$ cat src/rtl/tlbs_pkg.sv
// Shared types and constants for the table search block.
package tlbs_pkg;

	localparam int DEPTH   = 64;
	localparam int IDX_W   = $clog2(DEPTH);
	localparam int CNT_W   = $clog2(DEPTH + 1);
	localparam int BND_W   = CNT_W + 1;  // signed binary-search bound
	localparam int VALUE_W = 32;
	localparam int OP_W    = 2;
	localparam int POS_W   = 7;

	localparam logic [OP_W-1:0] OP_CLEAR  = 2'd0;
	localparam logic [OP_W-1:0] OP_APPEND = 2'd1;
	localparam logic [OP_W-1:0] OP_LINEAR = 2'd2;
	localparam logic [OP_W-1:0] OP_SORTED = 2'd3;

	typedef struct packed {
		logic [OP_W-1:0]           operation;
		logic signed [VALUE_W-1:0] value;
	} in_t;

	typedef struct packed {
		logic             found;
		logic [POS_W-1:0] position;
	} out_t;

	// result of the shared comparator: a == b, a < b (signed)
	typedef struct packed {
		logic eq;
		logic lt;
	} cmp_t;

endpackage

$ cat src/rtl/tlbs_cmp.sv
// Shared signed comparator used by every search and sort step.
module tlbs_cmp (
	input  logic signed [tlbs_pkg::VALUE_W-1:0] a,
	input  logic signed [tlbs_pkg::VALUE_W-1:0] b,
	output tlbs_pkg::cmp_t                      res
);

	always_comb begin
		res.eq = (a == b);
		res.lt = (a < b);
	end

endmodule

$ cat src/rtl/table_linear_and_binary_search_top.sv
// Top level: entry table, search/sort sequencer and result register.
//
// Usage
//   Command channel: drive item (operation, value) with start; the item is
//   taken at a rising edge where start is high and busy is low.
//   Clear and append finish in the accepting cycle: busy stays low and no
//   result is produced. Append to a full table is dropped.
//   Linear search and sorted search raise busy from the next cycle and
//   produce exactly one result: done is high for one cycle with result
//   (found, position). position is 1-based, 0 on a miss.
//   Busy stretches (n = entries, up to 64; done rises in the cycle busy falls):
//     linear search : examines entries in order until a match or the end.
//     sorted search : sorts the n entries, then probes them by binary
//                     search until a match or an empty bound range.
//   Every step goes through the single-port table read (registered data)
//   and one shared comparator; each compare waits for the registered read.
//   The sort order is kept in the table and seen by later searches.
//   Reset (arst_n low) empties the table and returns the sequencer to idle;
//   table contents are not cleared, only the count.
//   The receiver cannot stall: a result must be taken in its done cycle.
module table_linear_and_binary_search_top (
	input  logic           clk,
	input  logic           arst_n,
	input  logic           start,
	input  tlbs_pkg::in_t  item,
	output logic           busy,
	output logic           done,
	output tlbs_pkg::out_t result
);

	localparam int IDX_W = tlbs_pkg::IDX_W;
	localparam int CNT_W = tlbs_pkg::CNT_W;
	localparam int BND_W = tlbs_pkg::BND_W;
	localparam int VW    = tlbs_pkg::VALUE_W;
	localparam int POS_W = tlbs_pkg::POS_W;

	localparam logic [3:0] ST_IDLE    = 4'd0;
	localparam logic [3:0] ST_LIN_RD  = 4'd1;
	localparam logic [3:0] ST_LIN_CMP = 4'd2;
	localparam logic [3:0] ST_SRT_LD  = 4'd3;
	localparam logic [3:0] ST_SRT_LDW = 4'd4;
	localparam logic [3:0] ST_SRT_RD  = 4'd5;
	localparam logic [3:0] ST_SRT_CMP = 4'd6;
	localparam logic [3:0] ST_BIN_RD  = 4'd7;
	localparam logic [3:0] ST_BIN_CMP = 4'd8;

	logic [3:0]              state_q;
	logic [CNT_W-1:0]        count_q;
	logic [CNT_W-1:0]        i_q;
	logic [CNT_W-1:0]        j_q;
	logic signed [VW-1:0]    key_q;
	logic signed [VW-1:0]    cur_q;    // entry being inserted: starts as entry i, then carries displaced entries
	logic signed [BND_W-1:0] lo_q;
	logic signed [BND_W-1:0] hi_q;
	logic [IDX_W-1:0]        mid_q;
	logic                    done_q;
	tlbs_pkg::out_t          result_q;

	// table memory, one write and one registered read per cycle
	logic signed [VW-1:0]    mem [tlbs_pkg::DEPTH];
	logic signed [VW-1:0]    rd_data_q;
	logic                    rd_en;
	logic [IDX_W-1:0]        rd_addr;
	logic                    wr_en;
	logic [IDX_W-1:0]        wr_addr;
	logic signed [VW-1:0]    wr_data;

	logic                    accept;
	logic [BND_W:0]          bnd_sum;
	logic [IDX_W-1:0]        mid;
	logic signed [VW-1:0]    cmp_a;
	logic signed [VW-1:0]    cmp_b;
	tlbs_pkg::cmp_t          cmp;

	assign accept  = start && (state_q == ST_IDLE);
	assign busy    = (state_q != ST_IDLE);
	assign done    = done_q;
	assign result  = result_q;

	// lo+hi is only used while lo <= hi, so it is non-negative there
	assign bnd_sum = {lo_q[BND_W-1], lo_q} + {hi_q[BND_W-1], hi_q};
	assign mid     = bnd_sum[IDX_W:1];

	// sort compares held entry against entry j; searches compare entry with key
	assign cmp_a = (state_q == ST_SRT_CMP) ? cur_q : rd_data_q;
	assign cmp_b = (state_q == ST_SRT_CMP) ? rd_data_q : key_q;

	tlbs_cmp u_cmp (
		.a   (cmp_a),
		.b   (cmp_b),
		.res (cmp)
	);

	// memory port steering
	always_comb begin
		rd_en   = 1'b0;
		rd_addr = i_q[IDX_W-1:0];
		wr_en   = 1'b0;
		wr_addr = count_q[IDX_W-1:0];
		wr_data = item.value;
		unique case (state_q)
			ST_IDLE: begin
				wr_en = accept && (item.operation == tlbs_pkg::OP_APPEND)
					&& (count_q < CNT_W'(tlbs_pkg::DEPTH));
			end
			ST_LIN_RD: begin
				rd_en = (i_q != count_q);
			end
			ST_SRT_LD: begin
				rd_en = (i_q != count_q);
			end
			ST_SRT_RD: begin
				if (j_q == i_q) begin
					wr_en   = 1'b1;
					wr_addr = i_q[IDX_W-1:0];
					wr_data = cur_q;
				end else begin
					rd_en   = 1'b1;
					rd_addr = j_q[IDX_W-1:0];
				end
			end
			ST_SRT_CMP: begin
				wr_en   = cmp.lt;
				wr_addr = j_q[IDX_W-1:0];
				wr_data = cur_q;
			end
			ST_BIN_RD: begin
				rd_en   = (lo_q <= hi_q);
				rd_addr = mid;
			end
			default: begin
			end
		endcase
	end

	always_ff @(posedge clk) begin
		if (wr_en) begin
			mem[wr_addr] <= wr_data;
		end
		if (rd_en) begin
			rd_data_q <= mem[rd_addr];
		end
	end

	// sequencer
	always_ff @(posedge clk or negedge arst_n) begin
		if (!arst_n) begin
			state_q <= ST_IDLE;
			count_q <= '0;
			done_q  <= 1'b0;
		end else begin
			done_q <= 1'b0;
			unique case (state_q)
				ST_IDLE: begin
					if (accept) begin
						key_q <= item.value;
						i_q   <= '0;
						case (item.operation)
							tlbs_pkg::OP_CLEAR: count_q <= '0;
							tlbs_pkg::OP_APPEND: begin
								if (count_q < CNT_W'(tlbs_pkg::DEPTH)) begin
									count_q <= count_q + CNT_W'(1);
								end
							end
							tlbs_pkg::OP_LINEAR: state_q <= ST_LIN_RD;
							default: state_q <= ST_SRT_LD;
						endcase
					end
				end
				ST_LIN_RD: begin
					if (i_q == count_q) begin
						done_q            <= 1'b1;
						result_q.found    <= 1'b0;
						result_q.position <= '0;
						state_q           <= ST_IDLE;
					end else begin
						state_q <= ST_LIN_CMP;
					end
				end
				ST_LIN_CMP: begin
					if (cmp.eq) begin
						done_q            <= 1'b1;
						result_q.found    <= 1'b1;
						result_q.position <= POS_W'(i_q + CNT_W'(1));
						state_q           <= ST_IDLE;
					end else begin
						i_q     <= i_q + CNT_W'(1);
						state_q <= ST_LIN_RD;
					end
				end
				ST_SRT_LD: begin
					if (i_q == count_q) begin
						lo_q    <= '0;
						hi_q    <= $signed(BND_W'(count_q) - BND_W'(1));
						state_q <= ST_BIN_RD;
					end else begin
						j_q     <= '0;
						state_q <= ST_SRT_LDW;
					end
				end
				ST_SRT_LDW: begin
					cur_q   <= rd_data_q;
					state_q <= ST_SRT_RD;
				end
				ST_SRT_RD: begin
					if (j_q == i_q) begin
						i_q     <= i_q + CNT_W'(1);
						state_q <= ST_SRT_LD;
					end else begin
						state_q <= ST_SRT_CMP;
					end
				end
				ST_SRT_CMP: begin
					// held entry smaller: it goes to j, entry j is carried on
					if (cmp.lt) begin
						cur_q <= rd_data_q;
					end
					j_q     <= j_q + CNT_W'(1);
					state_q <= ST_SRT_RD;
				end
				ST_BIN_RD: begin
					if (lo_q > hi_q) begin
						done_q            <= 1'b1;
						result_q.found    <= 1'b0;
						result_q.position <= '0;
						state_q           <= ST_IDLE;
					end else begin
						mid_q   <= mid;
						state_q <= ST_BIN_CMP;
					end
				end
				ST_BIN_CMP: begin
					if (cmp.eq) begin
						done_q            <= 1'b1;
						result_q.found    <= 1'b1;
						result_q.position <= POS_W'(CNT_W'(mid_q) + CNT_W'(1));
						state_q           <= ST_IDLE;
					end else begin
						if (cmp.lt) begin
							lo_q <= $signed(BND_W'(mid_q) + BND_W'(1));
						end else begin
							hi_q <= $signed(BND_W'(mid_q) - BND_W'(1));
						end
						state_q <= ST_BIN_RD;
					end
				end
				default: state_q <= ST_IDLE;
			endcase
		end
	end

	// a result only ever closes a busy stretch
	a_done_after_busy: assert property (@(posedge clk) disable iff (!arst_n)
		done |-> $past(busy))
		else $error("result without a preceding search");

	a_count_bound: assert property (@(posedge clk) disable iff (!arst_n)
		count_q <= CNT_W'(tlbs_pkg::DEPTH))
		else $error("entry count beyond table depth");

	a_miss_pos_zero: assert property (@(posedge clk) disable iff (!arst_n)
		done && !result.found |-> result.position == '0)
		else $error("miss with nonzero position");

	a_search_goes_busy: assert property (@(posedge clk) disable iff (!arst_n)
		start && !busy && (item.operation == tlbs_pkg::OP_LINEAR ||
			item.operation == tlbs_pkg::OP_SORTED) |=> busy)
		else $error("search accepted but sequencer idle");

	a_sort_inner_range: assert property (@(posedge clk) disable iff (!arst_n)
		state_q == ST_SRT_CMP |-> (j_q < i_q) && (i_q < count_q))
		else $error("sort index out of range");

endmodule
$ cat config.mk
export PLATFORM = sky130hd
export DESIGN_NAME = table_linear_and_binary_search_top
export DESIGN_NICKNAME = d
export VERILOG_FILES = /design/src/rtl/tlbs_pkg.sv /design/src/rtl/tlbs_cmp.sv /design/src/rtl/table_linear_and_binary_search_top.sv
export SDC_FILE = /design/constraint.sdc
export NUM_CORES = 2
export LEC_CHECK = 0
export ABC_AREA = 1
export BUFFER_PORTS_ARGS = -buffer_cell sky130_fd_sc_hd__buf_2
export CELL_PAD_IN_SITES_DETAIL_PLACEMENT = 1
export CELL_PAD_IN_SITES_GLOBAL_PLACEMENT = 2
export CORE_AREA = 3 3 503 505
export DETAILED_ROUTE_END_ITERATION = 8
export DIE_AREA = 0 0 506 508
export GPL_TIMING_DRIVEN = 0
export PLACE_DENSITY = 0.76
export RECOVER_POWER = 25
export REMOVE_ABC_BUFFERS = 1
export SLEW_MARGIN = 25
export SYNTH_ARGS = -nofsm -noshare
export SYNTH_HDL_FRONTEND = slang
export SYNTH_SLANG_ARGS = --single-unit
$ cat constraint.sdc
create_clock -name clk -period 4.6 [get_ports clk]
set_input_delay 0.69 -clock clk [delete_from_list [all_inputs] [get_ports clk]]
set_output_delay 0.69 -clock clk [all_outputs]
set_load 0.02 [all_outputs]
* Word level (Yosys, flattened, before mapping) *
Memories as Yosys holds them, arrays and structs flattened. A register that Yosys moved wholly into a read port is not among the register bits.
Cells that the tools add are included.

word-level totals
  bits in writable memories = 2048
  logic and storage cells = 130
  register bits after elaboration = 120
  output and inout bits = 10
  memories = 1
  bits of input ports = 37

cells by class
  order comparisons = 4
  reduce and logical (&&, ||, !) cells = 26
  multiplexer cells = 49
  equality and inequality tests = 29
  add/subtract/negate cells = 8
  bitwise logic cells = 1

memory list
  name  depth  bits a word  read ports  clocked after memory_dff  write ports  RTL line                                  RTL
  mem   64     32           1           1                         1            table_linear_and_binary_search_top.sv:60  logic signed [VW-1:0] mem [tlbs_pkg::DEPTH];

operator list
  operator                                                               number
  32-bit two-way mux                                                     4
  32-bit one-hot mux with 2 select lines                                 2
  8-bit two-way mux                                                      9
  7-bit two-way mux                                                      5
  32-bit equality test                                                   1
  32-bit < comparator                                                    1
  4-bit one-hot mux with 8 select lines                                  1
  8-bit one-hot mux with 2 select lines                                  2
  8-bit one-hot mux with 4 select lines                                  1
  2-bit != test, second input constant                                   14
  7-bit one-hot mux with 2 select lines                                  2
  6-bit one-hot mux with 2 select lines                                  2
  7-bit by 1-bit adder with 7-bit output, second input constant          3
  7-bit one-hot mux with 3 select lines                                  1
  4-bit by 3-bit equality test with 1-bit output, second input constant  4
  5-bit AND reduction                                                    3
  6-bit by 1-bit adder with 7-bit output, second input constant          2
  7-bit equality test                                                    2
  6-bit two-way mux                                                      2
  3-bit AND reduction                                                    4
  1-bit one-hot mux with 3 select lines                                  3
  4-bit by 2-bit equality test with 1-bit output, second input constant  2
  8-bit > comparator                                                     1
  8-bit <= comparator                                                    1
  26 further kinds                                                       45

* Longest topological paths before layout *
  depth after elaboration = 7
  depth in mapped cells = 26
  depth with buffers taken out = 24

* Cells and area by module *
From an unflattened synthesis, not the netlist that was laid out.

unflattened totals
  cell total of the unflattened synthesis = 8882
  area, all modules = 97312.1 um^2

by module, submodules not included
  module                              instances  sequential area each (um^2)  area an instance (um^2)  cells each
  table_linear_and_binary_search_top  1          65973.3                      96416.2                  8735
  tlbs_cmp                            1          0.0                          895.9                    147

* Least setup slack after synthesis *
OpenSTA, ideal clock, no wires.

  path type = register to register
  start = reg state_q[2]
  end = mem mem[14][0] (netlist name) (enable)
  clock period less this slack = 4907 ps
  setup time = 421 ps
  path buffers = 3
  data required time = 4179 ps
  arrival = 4485 ps
  slack = -307 ps
  cell stages (with the launch flop) = 24
  cell sequence = dfrtp_1 > inv_2 > nor2_4 > nand2_1 > nor2_4 > buf_2 > buf_1 > clkbuf_1 > nand2_1 > nand2_1 > ha_1 > nand2_1 > inv_1 > o21ai_0 > nand2_1 > a21oi_1 > nand2_1 > nand2_1 > nand2_1 > nand2_1 > nand3_1 > nand2_1 > nand3_1 > nor2_1

on the way
  longest elaborated chain between the ends = 7
  elaborated cells between the ends (all ways) = 13
  classes of those cells = order compare: 1; eq/ne: 2; mux: 6; reduce/logical: 4

RTL lines
  item                                                         RTL line                                   RTL
  from (decl)                                                  table_linear_and_binary_search_top.sv:47   logic [3:0] state_q;
  from (signal assigned)                                       table_linear_and_binary_search_top.sv:148  state_q <= ST_IDLE;
  from (signal assigned)                                       table_linear_and_binary_search_top.sv:165  tlbs_pkg::OP_LINEAR: state_q <= ST_LIN_RD;
  from (signal assigned)                                       table_linear_and_binary_search_top.sv:166  default: state_q <= ST_SRT_LD;
  branches (longest 7 deep; another with 32-bit < comparator)  n/a
  to (decl)                                                    table_linear_and_binary_search_top.sv:60

Several ways; the timed one is not identified.

* Worst setup path in the final report *
  start = reg state_q[1]
  end = mem mem[7][26] (netlist name) (enable)

Same word-level chain as after synthesis.

==> flow_summary.toml <==
[clocking]
htreeDepth = 4
cts.clk_slew.worst_paths_ns = 0.06
worstSkewPairLatency_ns = 0.90
max-clock-path-buffers = 3
cts_tree = "done"
tritoncts.num_buffers = 239
ctsRootBufferMaster = "clkbuf_16"
cts.sinks = 2199

[cells_and_area]
finish.net_count = 9089
drive_gt1_share_pct = 10.6
area.sequential_um2 = 66000
multi_input_area_um2 = 26200
post-route-cell-area_um2 = 117000
layout.cells.most_common = "edfxtp_1"
area_growth_pct = 20.5
final_cell_mix = "edfxtp_1 (2187), nand3_1 (2120), nand2_1 (2042)"
fillerInstances = 26043

[placement]
place_area_um2 = 107000
port_buffers = 46
hpwl_um = 201000
routabilityCongestion = 0.803

[timing]
timing.final.crit_share_pct = 100
clock-skew-final_ns = 0.0348
rsz0062_at_grt = "no"
max-slew-margin-rel_pct = -2.38
max_clock_freq_mhz = 217
report.final.hold_viol_count = 0
timing.final.setup_violations = 3
setup_ws_ns = -0.00358
slew_viol_final = 65
worst-slew-pin-transition_ns = 1.54
fin_setup_tns_ns = -0.00710
finalWorstPathRequiredPeriod_ns = 4.60

[detailed_routing]
routed_wirelength_um = 351000
drtAntennaViolNets = 0
routedWlPerCell_um = 28.0
detail_route.first_pass.iterations = 8
detail_route.vias_per_cell = 5.69
drt_drc_violations_left = 0
num_vias = 71358
drtIter0Drc = 7521

[worst_setup_path]
worst-path-buf-inv = 8
cpLargestDelayFamily = "simple AND/OR/NAND/NOR gates"
setup.worst_path.start_class = "register"
worst_path_largest_cell_delay_ns = 0.48
regToRegStartpoint = "state_q[1]"
path_class = "register to register"
cp_slowest_cell = "dfrtp_2"
worst-endpoint-arrival_ns = 5.18
critPathCaptureType = "register"
cp_max_fo = 11
worst_path_required_time_ns = 5.18
cpMostUsedCell = "nor2_4"
critPathLaunch = "state_q[1]"
crit_chain = "clkinvlp_4, nor2_4, buf_4, buf_8, o21ai_0, ha_1, nand2_1, nor2_4, nand2_2, nor4_4, nand2_1, nand3_1, nand3_1, nand2_4, buf_4, nand3_4, buf_12, nor2_4, buf_12, buf_16, buf_16"

[run_status]
outcome = "complete, but fails checks"
failed_checks = "max-capacitance violations, max-slew violations, negative setup slack"

[global_routing]
number_of_global_route_vias_before_repair = 72357
grt_first_pass_wirelength_um = 498000
maximum_number_of_pins_on_one_net_before_global_route_repair = 98
grtUsageTotal_pct = 26.3
antenna_found_initial = 12
grt_overflow_total = 0

[logic_synthesis]
synth.yosys.seq_area_share_pct = 68.0
synth_edf_count = 2187
dominant_cell_type_by_area_after_synthesis = "edfxtp_1"
synth-seq-cells = 2199
syn_area_um2 = 97000
netlist_top_cells_area = "edfxtp_1 (68%), nand3_1 (11%), nand2_1 (8.0%), nand3b_1 (4.0%), inv_1 (3.4%)"
fraction_of_registers_with_async_set_or_reset_after_synthesis_pct = 0.546
synth.avg_cell_area_um2 = 11.0
synth-warning-count = 0
number_of_distinct_library_cell_variants_in_the_gate_level_netlist_after_synthesis = 46
syn_inst = 8809
yosys.area.top_type_share_pct = 67.7
synthFlopType = "edfxtp_1"

[worst_hold_path]
holdCritStartpoint = "item[23]"
hp-class = "input port to register"

[flow_run]
max-cap-violations = 2

[die]
start_util_pct = 39.0
std_cell_rows = 183
die_w_um = 506
fp.dieH_um = 508
fp.dieArea_um2 = 257000
design.core.area_um2 = 249000
boundaryPins = 47

[pwr]
totalPowerFinal_mw = 71.3
vdd_ir_drop_max_mv = 0.346
power.density_cell_area_nw_per_um2 = 610
total_leakage_power_nw = 44.9
[Yosys cell counts, types with 2 or more instances]
library cell and n:
edfxtp_1 2187, nand3_1 2147, nand2_1 2058, inv_1 874
nand3b_1 513, buf_2 272, clkbuf_1 221, nor2_1 141
buf_1 78, o21ai_0 52, ha_1 51, a21oi_1 44
mux2_2 32, mux2i_1 17, dfrtp_1 12, xor2_1 12
inv_2 10, nor3_1 10, nand4_1 9, buf_4 8
xnor2_1 7, a31oi_1 5, nand2_2 4, nand3_2 4
nor2_2 4, nor2_4 4, o22ai_1 4, nor4_1 3
o21bai_1 3, a211oi_1 2, a21o_1 2, a22oi_1 2
o211ai_1 2, o21a_1 2, o21ai_1 2
[cell families (layout without fill, tap and decap cells)]
| group | count (synthesis) | count (layout) | share of synthesized area, % |
|---|---|---|---|
| AOI/OAI and AO/OA | 126 | 126 | 0.726 |
| xor gates and xnor gates | 19 | 19 | 0.171 |
| adders and majority gates | 52 | 52 | 0.678 |
| buffers and inverters | 1463 | 1849 | 6.04 |
| DFF | 2199 | 2199 | 68.0 |
| muxes | 49 | 49 | 0.547 |
| other | 0 | 2 | 0 |
| and+or+nand+nor | 4901 | 4907 | 23.8 |
[routing by layer]
layer	track usage (%)	part of all wire [%]
met1	35.7	41
met2	41.9	47
met3	3.76	7.4
met4	11.8	4.9
met5	0	0
[registers in the layout, indices dropped and copies added, names as in the netlist]
register and cells:
result 8, mid_q 6, lo_q 7, i_q 7, j_q 7, rd_data_q 32, count_q 7, cur_q 32
state_q 4, mem 2048, done 1, hi_q 8, key_q 32
[per-stage QoR]
stage / hold WS (ns) / worst slack [ns] / util (%) / std cells
after floorplan: 0.394 / -28.75 / - / 8230
after global placement: 0.433 / -86.73 / 39.8 / 11606
after detailed placement: 0.437 / -2.36 / 42.9 / 11885
after CTS: 0.00230 / -0.00878 / 46.9 / 12505
after global routing: 0.113 / 0.00912 / 47.0 / 12532
final: 0.143 / -0.00358 / 47.0 / 12533
[power by group]
group          total (mW)  internal (mW)  switching [mW]
registers            23.9           23.6           0.329
logic                28.8           8.93            19.9
clock network        18.6           10.5            8.06
[cell type report]
type                    instances  share of cell area [%]
multi-input cells            5153                    22.4
clock buffers                 305                    5.38
flip-flops and latches       2199                    56.4
repair buffers                523                    8.42
inverters                     884                    2.86
diodes                          2                 0.00428
clock inverters               137                   0.914
well taps                    3330                    3.56
[path summary, 6_finish.rpt]
path / end / slack (ns) / cells after the start
worst max register to register: mem[7][26] / -0.004 / 21
worst min-delay path: key_q[23] / 0.14 / 1
min in group asynchronous: done / 0.50 / 2
max in group asynchronous: state_q[1] / 3.45 / 2
worst min register to register: cur_q[20] / 0.45 / 0
worst max-delay path: mem[7][26] / -0.004 / 21
[what timing repair did]
action | in CTS | in global routing
pin swaps | 68 | 4
buffers inserted | 150 | 8
gates cloned | 20 | 18
endpoints found under the setup margin | 2146 | 1988
endpoints found under the hold margin | 20 | 0
gates resized for setup | 48 | 38
hold buffers | 9 | 0
Power figures use the tool's default switching activity.
